**src/design/ovle_pkg.sv**
```systemverilog
// Shared types and operation codes for the ordered value list engine.
// No dependencies; compiled first.
package ovle_pkg;

  typedef logic [1:0] op_t;

  localparam op_t OP_APPEND = 2'd0;
  localparam op_t OP_FIND   = 2'd1;
  localparam op_t OP_DELETE = 2'd2;
  localparam op_t OP_INSERT = 2'd3;

  localparam int unsigned VALUE_W = 32;
  localparam int unsigned POS_W   = 5;
  localparam int unsigned COUNT_W = 5;

  typedef struct packed {
    op_t                       operation;
    logic signed [VALUE_W-1:0] value;
    logic [POS_W-1:0]          position;
  } cmd_t;

  typedef struct packed {
    logic               ok;
    logic [COUNT_W-1:0] entry_count;
  } result_t;

endpackage

```
**src/design/ovle_req_if.sv**
```systemverilog
// Request channel: valid/ready handshake carrying one operation word.
// Depends on nothing.
interface ovle_req_if;
  logic              valid;
  logic              ready;
  logic [1:0]        operation;
  logic signed [31:0] value;
  logic [4:0]        position;

  modport source (output valid, output operation, output value, output position,
                  input ready);
  modport sink   (input valid, input operation, input value, input position,
                  output ready);
endinterface

```
**src/design/ovle_rsp_if.sv**
```systemverilog
// Response channel: valid/ready handshake carrying one result word.
// Depends on nothing.
interface ovle_rsp_if;
  logic       valid;
  logic       ready;
  logic       ok;
  logic [4:0] entry_count;

  modport source (output valid, output ok, output entry_count, input ready);
  modport sink   (input valid, input ok, input entry_count, output ready);
endinterface

```
**src/design/ovle_ram.sv**
```systemverilog
// Generic single-write, single-read RAM with registered read data.
// No dependencies.
module ovle_ram #(
  parameter int WIDTH = 32,
  parameter int DEPTH = 16
) (
  input  logic                     clk,
  input  logic                     we,
  input  logic [$clog2(DEPTH)-1:0] waddr,
  input  logic [WIDTH-1:0]         wdata,
  input  logic [$clog2(DEPTH)-1:0] raddr,
  output logic [WIDTH-1:0]         rdata
);

  logic [WIDTH-1:0] mem [DEPTH];

  always_ff @(posedge clk) begin
    if (we) begin
      mem[waddr] <= wdata;
    end
    rdata <= mem[raddr];
  end

endmodule

```
**src/design/ovle_ctrl.sv**
```systemverilog
// Sequencer for the list operations: walks the entry RAM one word per cycle
// through a single compare/index unit. Depends on ovle_pkg and ovle_ram.
module ovle_ctrl #(
  parameter int DEPTH = 16
) (
  input  logic              clk,
  input  logic              rst,
  input  logic              start,
  input  ovle_pkg::cmd_t    cmd,
  output logic              busy,
  output logic              done,
  output ovle_pkg::result_t result
);
  import ovle_pkg::*;

  localparam int AW   = $clog2(DEPTH);
  localparam int CW   = $clog2(DEPTH + 1);
  localparam int CMPW = (CW > POS_W) ? CW : POS_W;
  localparam int RW   = (CW > COUNT_W) ? CW : COUNT_W;

  localparam logic [1:0] S_IDLE  = 2'd0;
  localparam logic [1:0] S_SCAN  = 2'd1;
  localparam logic [1:0] S_SHIFT = 2'd2;
  localparam logic [1:0] S_PUT   = 2'd3;

  logic [1:0]         state, state_next;
  logic [CW-1:0]      count, count_next;
  op_t                op, op_next;
  logic [VALUE_W-1:0] value, value_next;
  logic [AW-1:0]      pos, pos_next;
  logic [CW-1:0]      rd_idx, rd_idx_next;
  logic [AW-1:0]      rd_src, rd_src_next;
  logic               rd_live, rd_live_next;
  logic [CW-1:0]      keep, keep_next;
  logic               hit, hit_next;

  logic               we;
  logic [AW-1:0]      waddr, raddr;
  logic [VALUE_W-1:0] wdata, rdata;

  logic               res_ok;
  logic [CW-1:0]      res_count;
  logic [RW-1:0]      res_wide;

  logic [CMPW-1:0]    pos_w, cnt_w;
  logic               ins_legal;
  logic               match;

  ovle_ram #(.WIDTH(VALUE_W), .DEPTH(DEPTH)) u_ram (
    .clk   (clk),
    .we    (we),
    .waddr (waddr),
    .wdata (wdata),
    .raddr (raddr),
    .rdata (rdata)
  );

  assign pos_w     = CMPW'(cmd.position);
  assign cnt_w     = CMPW'(count);
  assign ins_legal = (pos_w != '0) && (count != '0) && (count < CW'(DEPTH)) &&
                     (pos_w <= cnt_w);
  assign match     = (rdata == value);

  always_comb begin
    state_next   = state;
    count_next   = count;
    op_next      = op;
    value_next   = value;
    pos_next     = pos;
    rd_idx_next  = rd_idx;
    rd_src_next  = rd_src;
    rd_live_next = 1'b0;
    keep_next    = keep;
    hit_next     = hit;
    we           = 1'b0;
    waddr        = '0;
    wdata        = value;
    raddr        = rd_idx[AW-1:0];
    done         = 1'b0;
    res_ok       = 1'b0;
    res_count    = count;

    unique case (state)
      S_IDLE: begin
        if (start) begin
          op_next    = cmd.operation;
          value_next = cmd.value;
          pos_next   = pos_w[AW-1:0];
          unique case (cmd.operation) inside
            OP_APPEND: begin
              done = 1'b1;
              if (count < CW'(DEPTH)) begin
                we         = 1'b1;
                waddr      = count[AW-1:0];
                wdata      = cmd.value;
                count_next = count + 1'b1;
                res_ok     = 1'b1;
                res_count  = count + 1'b1;
              end
            end
            OP_FIND, OP_DELETE: begin
              if (count == '0) begin
                done = 1'b1;
              end else begin
                state_next  = S_SCAN;
                rd_idx_next = '0;
                keep_next   = '0;
                hit_next    = 1'b0;
              end
            end
            OP_INSERT: begin
              if (!ins_legal) begin
                done = 1'b1;
              end else if (pos_w == cnt_w) begin
                // insert at the tail: no entries to move
                we         = 1'b1;
                waddr      = pos_w[AW-1:0];
                wdata      = cmd.value;
                count_next = count + 1'b1;
                done       = 1'b1;
                res_ok     = 1'b1;
                res_count  = count + 1'b1;
              end else begin
                state_next  = S_SHIFT;
                rd_idx_next = count - 1'b1;
              end
            end
            default: begin
              done = 1'b1;
            end
          endcase
        end
      end

      S_SCAN: begin
        if (rd_idx < count) begin
          rd_idx_next  = rd_idx + 1'b1;
          rd_live_next = 1'b1;
        end
        if (rd_live) begin
          if (match) begin
            hit_next = 1'b1;
          end else if (op == OP_DELETE) begin
            // compact survivors toward the head
            we        = 1'b1;
            waddr     = keep[AW-1:0];
            wdata     = rdata;
            keep_next = keep + 1'b1;
          end
          if (rd_idx == count) begin
            done       = 1'b1;
            state_next = S_IDLE;
            res_ok     = hit | match;
            if (op == OP_DELETE) begin
              count_next = keep_next;
              res_count  = keep_next;
            end
          end
        end
      end

      S_SHIFT: begin
        if (rd_idx >= CW'(pos)) begin
          rd_idx_next  = rd_idx - 1'b1;
          rd_src_next  = rd_idx[AW-1:0];
          rd_live_next = 1'b1;
        end
        if (rd_live) begin
          we    = 1'b1;
          waddr = rd_src + 1'b1;
          wdata = rdata;
          if (rd_src == pos) begin
            state_next = S_PUT;
          end
        end
      end

      S_PUT: begin
        we         = 1'b1;
        waddr      = pos;
        wdata      = value;
        count_next = count + 1'b1;
        done       = 1'b1;
        res_ok     = 1'b1;
        res_count  = count + 1'b1;
        state_next = S_IDLE;
      end

      default: begin
        state_next = S_IDLE;
      end
    endcase
  end

  assign busy               = (state != S_IDLE);
  assign res_wide           = RW'(res_count);
  assign result.ok          = res_ok;
  assign result.entry_count = res_wide[COUNT_W-1:0];

  always_ff @(posedge clk) begin
    if (rst) begin
      state   <= S_IDLE;
      count   <= '0;
      rd_live <= 1'b0;
      hit     <= 1'b0;
    end else begin
      state   <= state_next;
      count   <= count_next;
      rd_live <= rd_live_next;
      hit     <= hit_next;
    end
  end

  always_ff @(posedge clk) begin
    op     <= op_next;
    value  <= value_next;
    pos    <= pos_next;
    rd_idx <= rd_idx_next;
    rd_src <= rd_src_next;
    keep   <= keep_next;
  end

endmodule

```
**src/design/ordered_value_list_engine.sv**
```systemverilog
// Top level of the ordered value list engine: request/response handshake and
// result register. Depends on ovle_pkg, ovle_req_if, ovle_rsp_if, ovle_ctrl.
//
// Keeps an ordered list of up to DEPTH signed 32-bit entries in a single
// RAM (one write port, one registered read port; contents are undefined until
// written, so no clearing pass is needed after reset). Each request word
// carries an operation: append at the tail, find, delete every matching entry
// (survivors keep their order), or insert at a position p (1..count) which
// places the value at index p and moves later entries up. Each request gives
// exactly one response word: ok plus the entry count afterwards (low 5 bits).
// Timing: append, rejected operations and insert at the tail finish in the
// accept cycle; find and delete stream every entry through the compare unit;
// insert moves entries p..count-1 up by one, then writes the value. The one
// RAM read port is streamed one entry per cycle through a single compare
// unit. req.ready is low while an operation is in progress; a new word is
// taken once the response register is empty or being drained.
module ordered_value_list_engine #(
  parameter int DEPTH = 16
) (
  input  logic       clk,
  input  logic       rst,
  ovle_req_if.sink   req,
  ovle_rsp_if.source rsp
);
  import ovle_pkg::*;

  cmd_t    cmd;
  result_t result;
  result_t rsp_word;
  logic    start;
  logic    busy;
  logic    done;
  logic    rsp_valid;

  assign cmd.operation = req.operation;
  assign cmd.value     = req.value;
  assign cmd.position  = req.position;

  // one word in flight: response register must be free by the time we finish
  assign req.ready = !busy && (!rsp_valid || rsp.ready);
  assign start     = req.valid && req.ready;

  ovle_ctrl #(.DEPTH(DEPTH)) u_ctrl (
    .clk    (clk),
    .rst    (rst),
    .start  (start),
    .cmd    (cmd),
    .busy   (busy),
    .done   (done),
    .result (result)
  );

  // response register; a fresh result wins over a drain in the same cycle
  always_ff @(posedge clk) begin
    if (rst) begin
      rsp_valid <= 1'b0;
    end else if (done) begin
      rsp_valid <= 1'b1;
    end else if (rsp.ready) begin
      rsp_valid <= 1'b0;
    end
  end

  always_ff @(posedge clk) begin
    if (done) begin
      rsp_word <= result;
    end
  end

  assign rsp.valid       = rsp_valid;
  assign rsp.ok          = rsp_word.ok;
  assign rsp.entry_count = rsp_word.entry_count;

endmodule
```
**src/flat_wrapper.sv**
```systemverilog
// flat-port wrapper written by rule: the top's interface ports become plain ports
module ordered_value_list_engine_flat import ovle_pkg::*;
#(
  parameter int DEPTH = 16
)
  (clk, rst, req_valid, req_operation, req_value, req_position, req_ready, rsp_valid, rsp_ok, rsp_entry_count, rsp_ready);
  ovle_req_if req_i ();
  ovle_rsp_if rsp_i ();
  input  logic clk;
  input  logic rst;
  input wire logic [$bits(req_i.valid)-1:0] req_valid;
  input wire logic [$bits(req_i.operation)-1:0] req_operation;
  input wire logic [$bits(req_i.value)-1:0] req_value;
  input wire logic [$bits(req_i.position)-1:0] req_position;
  output wire logic [$bits(req_i.ready)-1:0] req_ready;
  output wire logic [$bits(rsp_i.valid)-1:0] rsp_valid;
  output wire logic [$bits(rsp_i.ok)-1:0] rsp_ok;
  output wire logic [$bits(rsp_i.entry_count)-1:0] rsp_entry_count;
  input wire logic [$bits(rsp_i.ready)-1:0] rsp_ready;
  assign req_i.valid = req_valid;
  assign req_i.operation = req_operation;
  assign req_i.value = req_value;
  assign req_i.position = req_position;
  assign req_ready = req_i.ready;
  assign rsp_valid = rsp_i.valid;
  assign rsp_ok = rsp_i.ok;
  assign rsp_entry_count = rsp_i.entry_count;
  assign rsp_i.ready = rsp_ready;
  ordered_value_list_engine #(.DEPTH(DEPTH)) u_core (.clk(clk), .rst(rst), .req(req_i), .rsp(rsp_i));
endmodule
```
**config.mk**
```make
export PLATFORM = sky130hd
export DESIGN_NAME = ordered_value_list_engine_flat
export DESIGN_NICKNAME = d
export VERILOG_FILES = /design/src/design/ovle_pkg.sv /design/src/design/ovle_req_if.sv /design/src/design/ovle_rsp_if.sv /design/src/design/ovle_ram.sv /design/src/design/ovle_ctrl.sv /design/src/design/ordered_value_list_engine.sv /design/src/flat_wrapper.sv
export SDC_FILE = /design/constraint.sdc
export NUM_CORES = 1
export LEC_CHECK = 0
export BUFFER_PORTS_ARGS = -buffer_cell sky130_fd_sc_hd__buf_2
export CORE_MARGIN = 2
export CORE_UTILIZATION = 56
export CTS_BUF_LIST = sky130_fd_sc_hd__clkbuf_8 sky130_fd_sc_hd__clkbuf_16
export CTS_CLUSTER_DIAMETER = 30
export DETAILED_ROUTE_END_ITERATION = 10
export GPL_TIMING_DRIVEN = 0
export PLACE_DENSITY = 0.77
export SKIP_LAST_GASP = 1
export SYNTH_ARGS = -nofsm -noshare
export SYNTH_HDL_FRONTEND = slang
export SYNTH_HIERARCHICAL = 1
export SYNTH_SLANG_ARGS = --single-unit
```
**constraint.sdc**
```tcl
create_clock -name clk -period 7.3 [get_ports clk]
set_input_delay 0.365 -clock clk [delete_from_list [all_inputs] [get_ports clk]]
set_output_delay 0.365 -clock clk [all_outputs]
set_load 0.01 [all_outputs]
```
**After elaboration in Yosys (flattened, before gate mapping)**

Memory sizes are Yosys's and may differ from the RTL's. A register that Yosys moved wholly into a read port is not among the register bits.
Cells that the tools add are included.

- Bits in registers: 68
- Latch bits: 0
- RAM bits: 512
- Bits in read-only memories: 0
- Input port bits: 43
- Output and inout port bits: 8
- Memories: 1

- Add/sub/neg operators: 6
- $mul: 0
- Divide/modulo/power cells: 0
- Magnitude comparators: 4
- Equal/unequal tests: 25
- Shift-type cells: 0
- Multiplexer cells: 86
- Bitwise operators: 1
- Reductions and logical operators: 24

Memory list:

| name | depth | width | read ports | clocked after memory_dff | wr ports | RTL line | RTL |
|---|---|---|---|---|---|---|---|
| u_core.u_ctrl.u_ram.mem | 16 | 32 | 1 | 1 | 1 | ovle_ram.sv:15 | `logic [WIDTH-1:0] mem [DEPTH];` |

Operators with widths:

| cell | number |
|---|---|
| 32-bit 2-to-1 mux | 8 |
| 32-bit case mux with 4 select lines | 1 |
| 5-bit 2-to-1 mux | 18 |
| 32-bit case mux with 2 select lines | 1 |
| 32-bit equality test | 1 |
| 4-bit 2-to-1 mux | 8 |
| 5-bit case mux with 2 select lines | 3 |
| 5-bit case mux with 3 select lines | 2 |
| 1-bit 2-to-1 mux | 26 |
| 2-bit 2-to-1 mux | 8 |
| 2-bit inequality test (second input constant) | 8 |
| 4-bit case mux with 4 select lines | 1 |
| 5-bit by 1-bit adder with 5-bit output (second input constant) | 3 |
| 2-bit equality test (second input constant) | 5 |
| 5-bit equality test | 2 |
| 5-bit nonzero test | 2 |
| 5-bit by 1-bit subtractor with 5-bit output (second input constant) | 2 |
| 3-bit inequality test (second input constant) | 3 |
| 9-bit AND reduction | 1 |
| 1-bit case mux with 2 select lines | 4 |
| 2-bit case mux with 4 select lines | 1 |
| 4-bit case mux with 2 select lines | 1 |
| 8-bit AND reduction | 1 |
| 1-bit case mux with 3 select lines | 2 |
| 23 further kinds | 34 |

**Depth between registers and ports, before layout**

- Depth after elaboration: 10
- Mapped depth: 12

**Modules after synthesis**

Netlist, hierarchy kept.

By module, submodules not included:

| module | times used | cells each | area an instance (um2) | seq. area each (um2) |
|---|---|---|---|---|
| ovle_ram | 1 | 838 | 19835.3 | 16015.4 |
| ovle_ctrl | 1 | 595 | 5246.3 | 1741.7 |
| ordered_value_list_engine | 1 | 11 | 240.2 | 200.2 |

**Worst setup path after synthesis**

No wires, ideal clock.

- Path kind: reg2reg
- From: register u_core.u_ctrl.state[0]
- To: memory u_core.u_ctrl.u_ram.mem[0][0], enable pin
- Data arrival time: 4.801 ns
- Data required time: 6.839 ns
- Slack: 2.038 ns
- Cell stages (with the launch flop): 11
- Buffers on the path: 1
- Period minus slack after synthesis: 5.262 ns
- Cells stage by stage: dfxtp_1 -> inv_1 -> ha_1 -> inv_2 -> buf_1 -> nor3b_2 -> nor2b_1 -> nand2_1 -> o2bb2ai_1 -> or3b_2 -> nor3_1

- Word-level cells in the longest chain between the ends: 8

RTL lines:

| element | RTL line | RTL |
|---|---|---|
| start: declaration | ovle_ctrl.sv:26 | `logic [1:0] state, state_next;` |
| start signal: assignment | ovle_ctrl.sv:207 | `state <= state_next;` |
| 2-bit nonzero test | ovle_ctrl.sv:195 | `assign busy = (state != S_IDLE);` |
| via u_core.busy | ordered_value_list_engine.sv:31 | `logic busy;` |
| 1-bit zero test | ordered_value_list_engine.sv:40 | `assign req.ready = !busy && (!rsp_valid \|\| rsp.ready);` |
| 1-bit logical AND | ordered_value_list_engine.sv:40 |  |
| 1-bit logical AND | ordered_value_list_engine.sv:41 | `assign start = req.valid && req.ready;` |
| via u_core.start | ordered_value_list_engine.sv:30 | `logic start;` |
| 1-bit 2-to-1 mux | ovle_ctrl.sv:85 | `if (start) begin` |
| 1-bit case mux with 4 select lines | ovle_ctrl.sv:83 | `unique case (state)` |
| via u_core.u_ctrl.we | ovle_ctrl.sv:37 | `logic we;` |
| 1-bit 2-to-1 mux | ovle_ram.sv:18 | `if (we) begin` |
| 1-bit 2-to-1 mux (not written as such) | ovle_ram.sv:19 | `mem[waddr] <= wdata;` |
| end: declaration | ovle_ram.sv:15 |  |

The timed path passes the listed nets, and every way through them passes these cells.

**Worst setup path in the final report**

- From: register u_core.u_ctrl.state[0]
- To: memory u_core.u_ctrl.u_ram.mem[3][14], enable pin

RTL lines:

| element | RTL line | RTL |
|---|---|---|
| 2-bit nonzero test | ovle_ctrl.sv:195 |  |
| 1-bit zero test | ordered_value_list_engine.sv:40 |  |
| 1-bit logical AND | ordered_value_list_engine.sv:40 |  |
| 1-bit logical AND | ordered_value_list_engine.sv:41 |  |
| 4-bit 2-to-1 mux | ovle_ctrl.sv:85 |  |
| 4-bit case mux with 4 select lines * | ovle_ctrl.sv:83 |  |
| via u_core.u_ctrl.waddr[1] | ovle_ctrl.sv:38 | `logic [AW-1:0] waddr, raddr;` |

Mark *: on every way through the listed nets, which the timed path passes. The rest lies on a longest branch.

==> impl_metrics.csv <==
group,metric,value,unit
run_status,status,"completed",
layout,fin_util,69.8,%
worst_setup_path,worst-endpoint-required,7640,ps
global_routing,grt_max_degree,27,
yosys,ys_seq_area_share,70.9,%
worst_setup_path,cp-startpoint,"u_core/u_ctrl/state[0]",
yosys,postSynthAreaPerCell,17.5,µm²
pwr,swShare,31.5,%
pwr,power-per-cell-area,425,nW/µm²
worst_setup_path,r2r_slack,2010,ps
yosys,synth_cells,1444,
layout,fillers,2592,
yosys,synth_nets,1521,
clock_network,cts_resized,0,
worst_setup_path,r2r-end,"u_core/u_ctrl/u_ram/mem[3][14]",
place,dp_slack,2370,ps
layout,nNetsFinal,1746,
sta,max_freq,0.189,GHz
clock_network,clock-sinks,612,
detailed_routing,viasPerCell,6.76,
global_routing,grt_pass1_wl,103000,µm
pwr,internal-power,0.00903,W
sta,worst_slew_pin_slew,1470,ps
yosys,ys.flop_type,"edfxtp_1",
yosys,ys_async_sr_fraction,0,%
worst_setup_path,cp.arrival,5630,ps
pwr,comb_power_share,24.1,%
worst_setup_path,r2r_start,"u_core/u_ctrl/state[0]",
global_routing,grt_overflow,0,
place,place_area,26900,µm²
sta,finClkSkew,47.8,ps
hold_path,hp-start,"rst",
sta,hold_viol,0,
yosys,synth_edf_count,570,
detailed_routing,first_pass_iters,5,
global_routing,grt_use_total,30.0,%
pwr,power.switching,0.00416,W
worst_setup_path,slowest_stage,"nor2_1",
pwr,total_power,0.0132,W
sta,post-route-min-period,5290,ps
die,design.die.area,46900,µm²
pwr,seqPwrFrac,37.4,%
yosys,synth.cell_area,25300,µm²
clock_network,clock_path_buffers,3,
yosys,yosysUniqueCellTypes,66,
yosys,yosysWarnings,6,
detailed_routing,wire_per_inst,29.5,µm
yosys,synth_common_cells,"570 x edfxtp_1, 128 x mux4_2, 82 x nand2_1",
clock_network,numCtsBuffers,107,
place,port_buffers,50,
layout,multi_input_area,6980,µm²
yosys,synth_area_leaders,"edfxtp_1 68%, mux4_2 11%, dfxtp_1 3.3%",
layout,area_delta_synth_final,22.5,%
die,chipHeight,217,µm
yosys,ys_ff_latch,612,
yosys,synth_top_area_cell,"edfxtp_1",
worst_setup_path,worstPathCellList,"inv_1 > ha_1 > inv_1 > nor2_1 > clkbuf_1 > a22oi_1 > o221ai_1 > nand2_1 > nor2_4 > buf_16",
worst_setup_path,cp-start-kind,"register",
global_routing,antenna_found_initial,0,
sta,finalSetupViolations,0,
hold_path,hold_end,"u_core/rsp.valid",
worst_setup_path,path_class,"register to register",
detailed_routing,ant_nets,0,
sta,layout_setup_ws,2010,ps
place,hpwlAfterDp,41600,µm
clock_network,cts_tree,"done",
worst_setup_path,end_kind,"register",
sta,rsz0062_at_grt,"no",
layout,antenna_cells,0,
worst_setup_path,rr_worst_depth,10,
clock_network,path_clk_slew,50,ps
layout,seqCellArea,18000,µm²
global_routing,grt_pass1_vias,16500,
die,die_w,217,µm
sta,maxSlewViolCount,0,
pwr,power.leakage,10.4,nW
yosys,synthMostInstantiatedCell,"edfxtp_1",
place,gp_congestion,0.900,
detailed_routing,vias,15900,
sta,timing.slew.headroom,2.05,%
pwr,pwr-share-clk,38.5,%
die,placementRows,77,
pwr,ir_drop,0.356,mV
detailed_routing,drt_iter0_drc,2234,
worst_setup_path,worst_path_most_repeated_cell,"inv_1",
detailed_routing,drc,0,
hold_path,whs_path_depth,2,
clock_network,htree_levels,3,
die,io_pins,51,
layout,finalInstanceArea,31000,µm²
detailed_routing,drt-total-wl,69600,µm
yosys,synth_top_area_share,67.6,%
sta,finalCritPeriodShare,72.5,%
die,initial_utilization,57.0,%
layout,layout-drive-gt1-share,26.5,%
clock_network,clk_latency,660,ps
hold_path,hold_path_class,"input pin to register",
worst_setup_path,critPathMaxStageDelay,810,ps
flow_run,maxCapViolCount,0,
clock_network,cts_root_buf,"clkbuf_16",
die,core,44400,µm²
worst_setup_path,path_max_fanout,18,
how the worst max path moves through the flow:
stage                                      end  cells after the start  slack (ps)
4_1_cts         u_core/u_ctrl/u_ram/mem[11][0]                     10        2290
5_1_grt         u_core/u_ctrl/u_ram/mem[3][14]                     10        1960
6_report        u_core/u_ctrl/u_ram/mem[3][14]                     10        2010
2_1_floorplan    u_core/u_ctrl/u_ram/mem[0][0]                     10        2040
3_3_place_gp    u_core/u_ctrl/u_ram/mem[0][13]                     10       -1030
3_5_place_dp   u_core/u_ctrl/u_ram/mem[11][12]                     10        2370
cell type report:
type                       instances  share of cell area (%)
buffer                            84                    1.23
sequential                       612                    57.9
clock buffer                     109                    8.79
timing repair buffer             116                    3.51
inverter                          29                   0.351
multi-input combinational        719                    22.5
tap                              592                    2.39
clock inverter                    95                    3.33
routing by layer:
layer | track usage (%) | vias to the layer above | part of all wire, %
met1 | 38.5 | 8014 | 36
met2 | 48.7 | 1249 | 49
met4 | 14.5 | 0 | 4.7
met3 | 7.20 | 248 | 11
met5 | 0 | - | 0
li1 | - | 6418 | -
sequential cells by signal (all words and copies together) (netlist names):
signal	flops
u_core/u_ctrl/keep	5
u_core/u_ctrl/op	2
u_core/u_ctrl/u_ram/rdata	32
u_core/u_ctrl/cnt_w	5
u_core/u_ctrl/state	2
u_core/u_ctrl/value	32
u_core/u_ctrl/u_ram/mem	512
u_core/u_ctrl/hit	1
u_core/rsp.valid	1
u_core/rsp.ok	1
u_core/u_ctrl/rd_src	4
u_core/u_ctrl/rd_live	1
u_core/u_ctrl/rd_idx	5
u_core/u_ctrl/pos	4
u_core/rsp.entry_count	5
critical path, delay by kind of cell, from the launching register on:
kind	cells	cell delay, ps
DFF	1	340
adders and majority gates	1	440
and+or+nand+nor	3	2040
buffers and inverters	4	1280
AOI/OAI and AO/OA	2	910
through the flow:
step / TNS [ps] / cells / hold slack, ps
5_1_grt: 0 / 2356 / 26.6
2_1_floorplan: 0 / 1444 / 464
4_1_cts: 0 / 2356 / 9.70
3_5_place_dp: 0 / 2115 / 509
3_3_place_gp: -109600 / 2086 / 498
6_report: 0 / 2356 / 33.7
repair_timing:
item,4_1_cts,5_1_grt
endpoints found under the hold margin,37,0
setup buffers,0,0
hold buffers,37,0
power by group through the flow:
stage | Sequential, W | Combinational (W) | Clock [W]
finish | 0.00493 | 0.00317 | 0.00507
global route | 0.00495 | 0.00334 | 0.00526
CTS | 0.00492 | 0.00310 | 0.00511
detailed placement | 0.00497 | 0.00301 | 0
global placement | 0.00496 | 0.00288 | 0
floorplan | 0.00489 | 0.00204 | 0
placed cells by master (no fill, tap or decap), types with 17 or more instances in the layout:
| cell | n |
|---|---|
| edfxtp_1 | 570 |
| mux4_2 | 128 |
| clkbuf_16 | 109 |
| nand2_1 | 82 |
| a22oi_1 | 72 |
| buf_2 | 71 |
| a221oi_1 | 65 |
| nor2_1 | 55 |
| a21oi_1 | 45 |
| dfxtp_1 | 42 |
| clkbuf_1 | 41 |
| xor2_1 | 38 |
| dlygate4sd3_1 | 37 |
| a31oi_1 | 37 |
| ha_1 | 33 |
| inv_1 | 32 |
| clkinv_4 | 23 |
| o21ai_0 | 17 |
cell families (layout without fill, tap and decap cells):
kind of cell    after synthesis  after routing  share of synthesized area [%]
flops                       612            612                           70.9
fa+ha+maj                    34             34                           1.71
xor+xnor                     47             47                           1.63
mux                         133            133                           11.6
simple gates                225            225                           4.16
buf+inv                     113            433                           1.94
compound gates              280            280                           8.05
(Power assumes the default switching activity.)
